===== config.mk =====
export PLATFORM = sky130hd
export DESIGN_NAME = k_way_sorted_merge_unit
export DESIGN_NICKNAME = d
export VERILOG_FILES = /design/src/rtl/core/kwm_pkg.sv /design/src/rtl/core/k_way_sorted_merge_unit.sv /design/src/rtl/core/kwm_ram.sv /design/src/rtl/core/kwm_min_tree.sv
export SDC_FILE = /design/constraint.sdc
export NUM_CORES = 2
export LEC_CHECK = 0
export ABC_CLOCK_PERIOD_IN_PS = 13600
export BUFFER_PORTS_ARGS = -buffer_cell sky130_fd_sc_hd__buf_2
export CORE_AREA = 5 5 794 796
export CTS_BUF_LIST = sky130_fd_sc_hd__clkbuf_16
export CTS_CLUSTER_SIZE = 16
export DETAILED_ROUTE_END_ITERATION = 6
export DIE_AREA = 0 0 799 801
export RECOVER_POWER = 50
export SYNTH_ARGS = -nofsm -noshare
export SYNTH_HDL_FRONTEND = slang
export SYNTH_HIERARCHICAL = 1
export SYNTH_MEMORY_MAX_BITS = 65536
export SYNTH_SLANG_ARGS = --single-unit

===== constraint.sdc =====
create_clock -name clk_i -period 13.6 [get_ports clk_i]
set_input_delay 0.68 -clock clk_i [delete_from_list [all_inputs] [get_ports clk_i]]
set_output_delay 0.68 -clock clk_i [all_outputs]
set_load 0.02 [all_outputs]

===== src/rtl/core/kwm_pkg.sv =====
// kwm_pkg: shared constants, types and codes for the k-way sorted merge unit
// no dependencies; imported by kwm_min_tree and k_way_sorted_merge_unit
`timescale 1ns / 1ps

package kwm_pkg;

  localparam int LIST_COUNT = 8;
  localparam int LIST_DEPTH = 16;
  localparam int VALUE_BITS = 32;

  // fixed field widths of the item ports
  localparam int IDX_BITS  = 3;
  localparam int DATA_BITS = 32;

  localparam int LIST_BITS = (LIST_COUNT > 1) ? $clog2(LIST_COUNT) : 1;
  localparam int PTR_BITS  = (LIST_DEPTH > 1) ? $clog2(LIST_DEPTH) : 1;
  localparam int CNT_BITS  = $clog2(LIST_DEPTH + 1);

  typedef logic signed [VALUE_BITS-1:0] value_t;
  typedef logic [PTR_BITS-1:0]          ptr_t;
  typedef logic [CNT_BITS-1:0]          cnt_t;
  typedef logic [LIST_BITS-1:0]         lidx_t;

  typedef enum logic {
    KIND_LOAD = 1'b0,
    KIND_PULL = 1'b1
  } kind_e;

  typedef enum logic [1:0] {
    ST_LOADED  = 2'd0,
    ST_DROPPED = 2'd1,
    ST_MERGED  = 2'd2,
    ST_EMPTY   = 2'd3
  } status_e;

  // head of one list as seen by the compare tree
  typedef struct packed {
    logic   valid;
    value_t value;
  } head_t;

  // winner of the compare tree
  typedef struct packed {
    logic   found;
    lidx_t  idx;
    value_t value;
  } win_t;

endpackage


===== src/rtl/core/k_way_sorted_merge_unit.sv =====
// k_way_sorted_merge_unit: top level of the k-way sorted merge
// depends on kwm_pkg, kwm_ram and kwm_min_tree
`timescale 1ns / 1ps

// usage
//   command channel: an item (kind_i, list_index_i, element_value_i) is taken
//   at a rising edge with start_i high and busy_o low. busy_o stays low, so an
//   item can be issued every cycle.
//   load item: appends element_value_i to list list_index_i; a full list or a
//   list number beyond the list count drops the value (status dropped).
//   pull item: removes the smallest head over all non-empty lists, lowest list
//   number on ties, and returns it with its list number; status empty if none.
//   result channel: done_o is high for exactly one cycle with status_o,
//   merged_value_o and source_list_o; the receiver cannot hold results off.
//   result path: the input register is loaded at the accepting edge, then the
//   compare tree and state update feed the result register, which drives the
//   result channel.
//   throughput: one item per cycle; each list keeps its head visible through a
//   per-list ram read every cycle at the next read pointer, plus a bypass
//   register for a value loaded into an empty list.
//   reset: rst_ni low clears all pointers and fill counts, so every list is
//   empty; ram contents are not cleared and need no clearing pass.

module k_way_sorted_merge_unit import kwm_pkg::*; (
  input  logic                        clk_i,
  input  logic                        rst_ni,
  input  logic                        start_i,
  output logic                        busy_o,
  input  logic                        kind_i,
  input  logic [IDX_BITS-1:0]         list_index_i,
  input  logic signed [DATA_BITS-1:0] element_value_i,
  output logic                        done_o,
  output logic [1:0]                  status_o,
  output logic signed [DATA_BITS-1:0] merged_value_o,
  output logic [IDX_BITS-1:0]         source_list_o
);

  // input register
  logic                        in_v_q;
  kind_e                       kind_q;
  logic [IDX_BITS-1:0]         idx_q;
  logic signed [DATA_BITS-1:0] val_q;

  // per-list control state
  ptr_t rd_ptr_q [LIST_COUNT];
  ptr_t rd_ptr_d [LIST_COUNT];
  ptr_t wr_ptr_q [LIST_COUNT];
  ptr_t wr_ptr_d [LIST_COUNT];
  cnt_t cnt_q    [LIST_COUNT];
  cnt_t cnt_d    [LIST_COUNT];

  // bypass for a value loaded into an empty list (the registered ram read lags the write)
  logic [LIST_COUNT-1:0] byp_sel_q;
  logic [LIST_COUNT-1:0] byp_sel_d;
  value_t                byp_q [LIST_COUNT];

  logic [LIST_COUNT-1:0] we;
  value_t                wval;
  value_t                rdata [LIST_COUNT];
  head_t [LIST_COUNT-1:0] heads;
  win_t                  win;

  // result register
  logic                        done_q;
  logic                        done_d;
  status_e                     status_q;
  status_e                     status_d;
  logic signed [DATA_BITS-1:0] mval_q;
  logic signed [DATA_BITS-1:0] mval_d;
  logic [IDX_BITS-1:0]         src_q;
  logic [IDX_BITS-1:0]         src_d;

  logic idx_ok;
  logic any_head;

  assign busy_o = 1'b0;

  // take the item into the input register
  always_ff @(posedge clk_i or negedge rst_ni) begin
    if (!rst_ni) begin
      in_v_q <= 1'b0;
    end else begin
      in_v_q <= start_i && !busy_o;
    end
  end

  always_ff @(posedge clk_i) begin
    if (start_i && !busy_o) begin
      kind_q <= kind_e'(kind_i);
      idx_q  <= list_index_i;
      val_q  <= element_value_i;
    end
  end

  // cut or sign-extend the loaded value to the stored width
  assign wval   = value_t'(val_q);
  assign idx_ok = int'(idx_q) < LIST_COUNT;

  // list heads: bypass right after a load into an empty list, else ram output
  always_comb begin
    any_head = 1'b0;
    for (int l = 0; l < LIST_COUNT; l++) begin
      heads[l].valid = (cnt_q[l] != '0);
      heads[l].value = byp_sel_q[l] ? byp_q[l] : rdata[l];
      any_head       = any_head || heads[l].valid;
    end
  end

  kwm_min_tree u_tree (
    .heads_i (heads),
    .win_o   (win)
  );

  // next state and result
  always_comb begin
    done_d    = in_v_q;
    status_d  = ST_LOADED;
    mval_d    = '0;
    src_d     = '0;
    we        = '0;
    byp_sel_d = '0;
    for (int l = 0; l < LIST_COUNT; l++) begin
      rd_ptr_d[l] = rd_ptr_q[l];
      wr_ptr_d[l] = wr_ptr_q[l];
      cnt_d[l]    = cnt_q[l];
    end

    if (in_v_q) begin
      unique case (kind_q)
        KIND_LOAD: begin
          status_d = ST_DROPPED;
          for (int l = 0; l < LIST_COUNT; l++) begin
            if (idx_ok && (int'(idx_q) == l) && (cnt_q[l] != CNT_BITS'(LIST_DEPTH))) begin
              we[l]        = 1'b1;
              byp_sel_d[l] = (cnt_q[l] == '0);
              wr_ptr_d[l]  = (wr_ptr_q[l] == PTR_BITS'(LIST_DEPTH - 1)) ? '0
                                                                         : wr_ptr_q[l] + 1'b1;
              cnt_d[l]     = cnt_q[l] + 1'b1;
              status_d     = ST_LOADED;
            end
          end
        end
        KIND_PULL: begin
          if (win.found) begin
            status_d = ST_MERGED;
            mval_d   = DATA_BITS'(win.value);
            src_d    = IDX_BITS'(win.idx);
            for (int l = 0; l < LIST_COUNT; l++) begin
              if (int'(win.idx) == l) begin
                rd_ptr_d[l] = (rd_ptr_q[l] == PTR_BITS'(LIST_DEPTH - 1)) ? '0
                                                                          : rd_ptr_q[l] + 1'b1;
                cnt_d[l]    = cnt_q[l] - 1'b1;
              end
            end
          end else begin
            status_d = ST_EMPTY;
          end
        end
        default: begin
          status_d = ST_EMPTY;
        end
      endcase
    end
  end

  always_ff @(posedge clk_i or negedge rst_ni) begin
    if (!rst_ni) begin
      done_q    <= 1'b0;
      byp_sel_q <= '0;
      for (int l = 0; l < LIST_COUNT; l++) begin
        rd_ptr_q[l] <= '0;
        wr_ptr_q[l] <= '0;
        cnt_q[l]    <= '0;
      end
    end else begin
      done_q    <= done_d;
      byp_sel_q <= byp_sel_d;
      for (int l = 0; l < LIST_COUNT; l++) begin
        rd_ptr_q[l] <= rd_ptr_d[l];
        wr_ptr_q[l] <= wr_ptr_d[l];
        cnt_q[l]    <= cnt_d[l];
      end
    end
  end

  // payload registers
  always_ff @(posedge clk_i) begin
    status_q <= status_d;
    mval_q   <= mval_d;
    src_q    <= src_d;
    for (int l = 0; l < LIST_COUNT; l++) begin
      if (byp_sel_d[l]) begin
        byp_q[l] <= wval;
      end
    end
  end

  // list bodies: each ram reads at the next read pointer every cycle
  for (genvar g = 0; g < LIST_COUNT; g++) begin : g_list
    kwm_ram #(
      .WIDTH (VALUE_BITS),
      .DEPTH (LIST_DEPTH)
    ) u_ram (
      .clk_i   (clk_i),
      .we_i    (we[g]),
      .waddr_i (wr_ptr_q[g]),
      .wdata_i (wval),
      .raddr_i (rd_ptr_d[g]),
      .rdata_o (rdata[g])
    );
  end

  assign done_o         = done_q;
  assign status_o       = status_q;
  assign merged_value_o = mval_q;
  assign source_list_o  = src_q;

`ifndef ASSERT_OFF
  // every item in the input register gives exactly one result next cycle
  a_one_result: assert property (@(posedge clk_i) disable iff (!rst_ni)
    done_o == $past(in_v_q))
    else $error("result strobe does not follow the input register");

  // a pull with every list empty reports empty
  a_empty_pull: assert property (@(posedge clk_i) disable iff (!rst_ni)
    (in_v_q && (kind_q == KIND_PULL) && !any_head) |=> (status_o == ST_EMPTY))
    else $error("pull on empty lists did not report empty");

  // at most one list body is written per cycle
  a_one_write: assert property (@(posedge clk_i) disable iff (!rst_ni)
    $onehot0(we))
    else $error("more than one list written in a cycle");

  // the tree finds a winner exactly when some list holds a value
  a_tree_found: assert property (@(posedge clk_i) disable iff (!rst_ni)
    win.found == any_head)
    else $error("compare tree winner disagrees with list fill state");
`endif

endmodule


===== src/rtl/core/kwm_ram.sv =====
// kwm_ram: generic single write port, single read port ram with registered read
// no dependencies; used for the body of each list
`timescale 1ns / 1ps

module kwm_ram #(
  parameter int WIDTH = 32,
  parameter int DEPTH = 16
) (
  input  logic                                     clk_i,
  input  logic                                     we_i,
  input  logic [((DEPTH > 1) ? $clog2(DEPTH) : 1)-1:0] waddr_i,
  input  logic [WIDTH-1:0]                         wdata_i,
  input  logic [((DEPTH > 1) ? $clog2(DEPTH) : 1)-1:0] raddr_i,
  output logic [WIDTH-1:0]                         rdata_o
);

  logic [WIDTH-1:0] mem_q [DEPTH];
  logic [WIDTH-1:0] rdata_q;

  // read returns the old contents on a same-address write
  always_ff @(posedge clk_i) begin
    if (we_i) begin
      mem_q[waddr_i] <= wdata_i;
    end
    rdata_q <= mem_q[raddr_i];
  end

  assign rdata_o = rdata_q;

endmodule


===== src/rtl/core/kwm_min_tree.sv =====
// kwm_min_tree: combinational compare tree picking the smallest valid list head
// depends on kwm_pkg
`timescale 1ns / 1ps

module kwm_min_tree import kwm_pkg::*; (
  input  head_t [LIST_COUNT-1:0] heads_i,
  output win_t                   win_o
);

  localparam int TREE_N = 1 << LIST_BITS;

  head_t node_h [1:2*TREE_N-1];
  lidx_t node_i [1:2*TREE_N-1];

  always_comb begin
    logic take_left;
    take_left = 1'b0;
    for (int i = 0; i < TREE_N; i++) begin
      node_h[TREE_N+i] = (i < LIST_COUNT) ? heads_i[i] : '0;
      node_i[TREE_N+i] = LIST_BITS'(i);
    end
    // left child has the lower list number, so it wins ties
    for (int i = TREE_N - 1; i >= 1; i--) begin
      take_left = node_h[2*i].valid &&
                  (!node_h[2*i+1].valid ||
                   ($signed(node_h[2*i].value) <= $signed(node_h[2*i+1].value)));
      node_h[i] = take_left ? node_h[2*i] : node_h[2*i+1];
      node_i[i] = take_left ? node_i[2*i] : node_i[2*i+1];
    end
  end

  assign win_o.found = node_h[1].valid;
  assign win_o.idx   = node_i[1];
  assign win_o.value = node_h[1].value;

endmodule

==> results.py <==
metrics = {
    "floorplanning": {
        "initial_utilization_pct": 29.9,
        "fp-row-count": 290,
        "ios": 78,
        "core_area_mm2": 0.622,
        "fp.dieW_um": 799,
        "design.die.area_mm2": 0.640,
        "fp.dieH_um": 801,
    },
    "synth": {
        "syn_nets": 9341,
        "synth_commonest_cells": "4,388 x edfxtp_1, 1,024 x mux4_2, 513 x a22oi_1",
        "synth_enable_flop_cells": 4388,
        "synthArstFlopShare_pct": 2.38,
        "ys_ff_latch": 4795,
        "syn_inst": 9030,
        "synth_area_leader_cell": "edfxtp_1",
        "synth_area_mm2": 0.186,
        "synth.most_common_cell": "edfxtp_1",
        "yosysSeqAreaShare_pct": 75.4,
        "ys_types": 78,
        "avgSynthCellArea_um2": 20.6,
        "synthTopCellsByArea": "edfxtp_1 71%, mux4_2 12%, dfxtp_1 3.2%",
        "synthFlopType": "edfxtp_1",
        "yosysTopAreaCellShare_pct": 70.8,
        "yosys_warnings": 6,
    },
    "route": {
        "ant_nets": 0,
        "drt-total-wl_um": 477000,
        "vias_per_cell": 4.92,
        "drtPass1Iterations": 6,
        "drtIter0Drc": 10600,
        "wl_per_cell_um": 26.1,
        "drcViolationCount": 0,
        "via_count": 90000,
    },
    "min_path": {
        "hold_class": "in2reg",
    },
    "global_routing": {
        "grt_pass1_vias": 90100,
        "antenna_found_initial": 44,
        "grt_overflow": 0,
        "track_usage_pct": 14.4,
        "grt_max_degree": 137,
        "grt_pass1_wl_um": 677000,
    },
    "timing": {
        "hold_violations": 0,
        "tns_ns": 0,
        "tightest_slew_ns": 8.92,
        "period_share_pct": 93.9,
        "setup_viol": 0,
        "relSlewSlack_pct": -495,
        "period_needed_ns": 12.76,
        "drv_slew": 4639,
        "fin_skew_ns": 0.101,
        "fmax_mhz": 78.3,
        "rsz0062_at_grt": "false",
        "whs_ns": 0.380,
    },
    "placed_design": {
        "numPortBuffers": 76,
        "dp.cells": 17300,
        "postPlaceCellArea_mm2": 0.199,
        "dp_hpwl_um": 268000,
        "gp_congestion": 0.872,
    },
    "cells_and_area": {
        "area_delta_synth_final_pct": 14.6,
        "final_cell_area_mm2": 0.213,
        "fin_cells": 18300,
        "final_layout_size_suffix_gt1_share_pct": 25.2,
        "nets": 9781,
        "fillers": 57700,
    },
    "clocking": {
        "postCtsSetupRepairBufs": 0,
        "cts_tree": "built",
        "cts_root_buf": "clkbuf_16",
        "clk_pin_slew_ns": 0.06,
        "clock_path_buffers": 4,
        "cts.sinks": 4795,
        "cts.htree.levels": 5,
        "insertion_delay_ns": 1.04,
        "numCtsBuffers": 456,
    },
    "pwr": {
        "powerDensity_mw_per_mm2": 268,
        "p_leak_nw": 68.2,
        "ir_drop_mv": 0.703,
    },
    "worst_setup_path": {
        "worstPathArrival_ns": 13.64,
        "worstPathMaxFanout": 71,
        "cp-end-kind": "flip-flop",
        "critical-path-max-stage-delay_ns": 0.88,
        "worst_setup_path_start_kind": "flip-flop",
        "crit_type": "reg2reg",
        "slowest_stage": "dfrtp_1",
        "required_ns": 14.48,
    },
    "flow_run": {
        "max_cap_viol_count": 61,
    },
    "outcome": {
        "status": "complete, but fails checks",
        "violations": "capacitance limit, slew limit",
    },
}
==> worst max-delay path, delay by kind of cell (launching register included) <==
family                   cells  cell delay [ns]
AO/OA/AOI/OAI               14             3.46
AND/OR/NAND/NOR             10             3.18
multiplexers                 6             3.14
buffers and inverters        3             0.96
adder cells (fa/ha/maj)      3             0.91
flip-flops                   1             0.88
==> cell families (layout without fill, tap and decap cells) <==
logic type                 Yosys count  after routing  synth area share (%)
DFF                               4795           4795                  75.4
adders and majority gates          272            272                  1.86
other                                1             76               0.00201
xor gates and xnor gates            48             48                 0.226
buffers and inverters              674           1515                  1.66
muxes                             1539           1539                  15.4
and+or+nand+nor                    859            859                  2.22
AOI/OAI and AO/OA                  842            842                  3.16
==> repair_timing <==
item,in CTS,in global routing
hold endpoints to repair,93,0
hold buffers,34,0
resized for setup,0,0
==> cells in the final DEF, fill, tap and decap left out, drive strengths merged, types with 10 or more instances in the layout <==
cell and count:
edfxtp 4388, mux4 1024, clkbuf 574, a22oi 513, mux2 383, nand2 380
inv 372, dfxtp 293, ha 264, buf 250, clkinv 225, mux2i 132
nor2 128, a21oi 116, dfrtp 114, o21ai 95, diode 75, nand4 62
nor3 53, and2 47, nor2b 43, bufinv 40, dlygate4sd3 34, nand3 33
nand2b 32, a21o 30, xnor2 24, xor2 24, nand3b 20, clkinvlp 20
a31oi 18, nor4 16, and3 15, a211oi 14, or3b 10
==> path summary, 6_finish.rpt <==
kind	from	slack, ns	to	depth (start not counted)
max in group asynchronous	rst_ni	6.07	wr_ptr_q[28]	3
min in group asynchronous	rst_ni	2.30	wr_ptr_q[22]	2
hold / removal	list_index_i[0]	0.38	idx_q[0]	1
setup / recovery	byp_sel_q[0]	0.84	g_list[1].u_ram/rdata_o[25]	36
setup reg to reg	byp_sel_q[0]	0.84	g_list[1].u_ram/rdata_o[25]	36
hold reg to reg	cnt_q[9]	0.51	cnt_q[9]	1
==> metrics by stage <==
stage | setup slack [ns] | util (%) | power [mW]
2_1_floorplan | 3.71 | - | 36.8
3_3_place_gp | 1.07 | 31.9 | 44.9
3_5_place_dp | 1.03 | 31.9 | 44.9
4_1_cts | 0.959 | 34.4 | 57.6
5_1_grt | 0.168 | 34.3 | 60.0
6_report | 0.835 | 34.3 | 57.2
==> final cells by class <==
class                           count  area (µm²)  area share, %
Sequential cell                  4795      140000           65.8
Multi-Input combinational cell   3561       43700           20.5
Clock buffer                      461       11500           5.41
Tap cell                         8322       10400           4.88
Clock inverter                    398        3420           1.60
Timing Repair Buffer              397        2670           1.25
Inverter                          259         972          0.455
Antenna cell                       75         188         0.0879
==> where the power goes <==
group          internal [mW]  switching [mW]
sequential              17.1           0.744
clock                   6.97            5.61
combinational           11.7            15.0
total                   35.8            21.4
==> routing by layer <==
metal / vias up / GRT usage, % / part of all wire (%) / wire length [µm]
li1: 38100 / - / - / -
met1: 48000 / 20.0 / 42 / 198000
met2: 3159 / 23.8 / 48 / 231000
met3: 719 / 1.86 / 6.5 / 30800
met4: 12 / 4.31 / 3.5 / 16900
met5: - / 0 / 0.014 / 67
==> flip-flops by register name, indices dropped and copies added (netlist names), 32 cells and up <==
signal,flops
merged_value_o,32
g_list.u_ram/mem_q,4096
val_q,32
wr_ptr_q,32
cnt_q,40
g_list.u_ram/rdata_o,256
rd_ptr_q,32
byp_q,256
(Power assumes the default switching activity.)
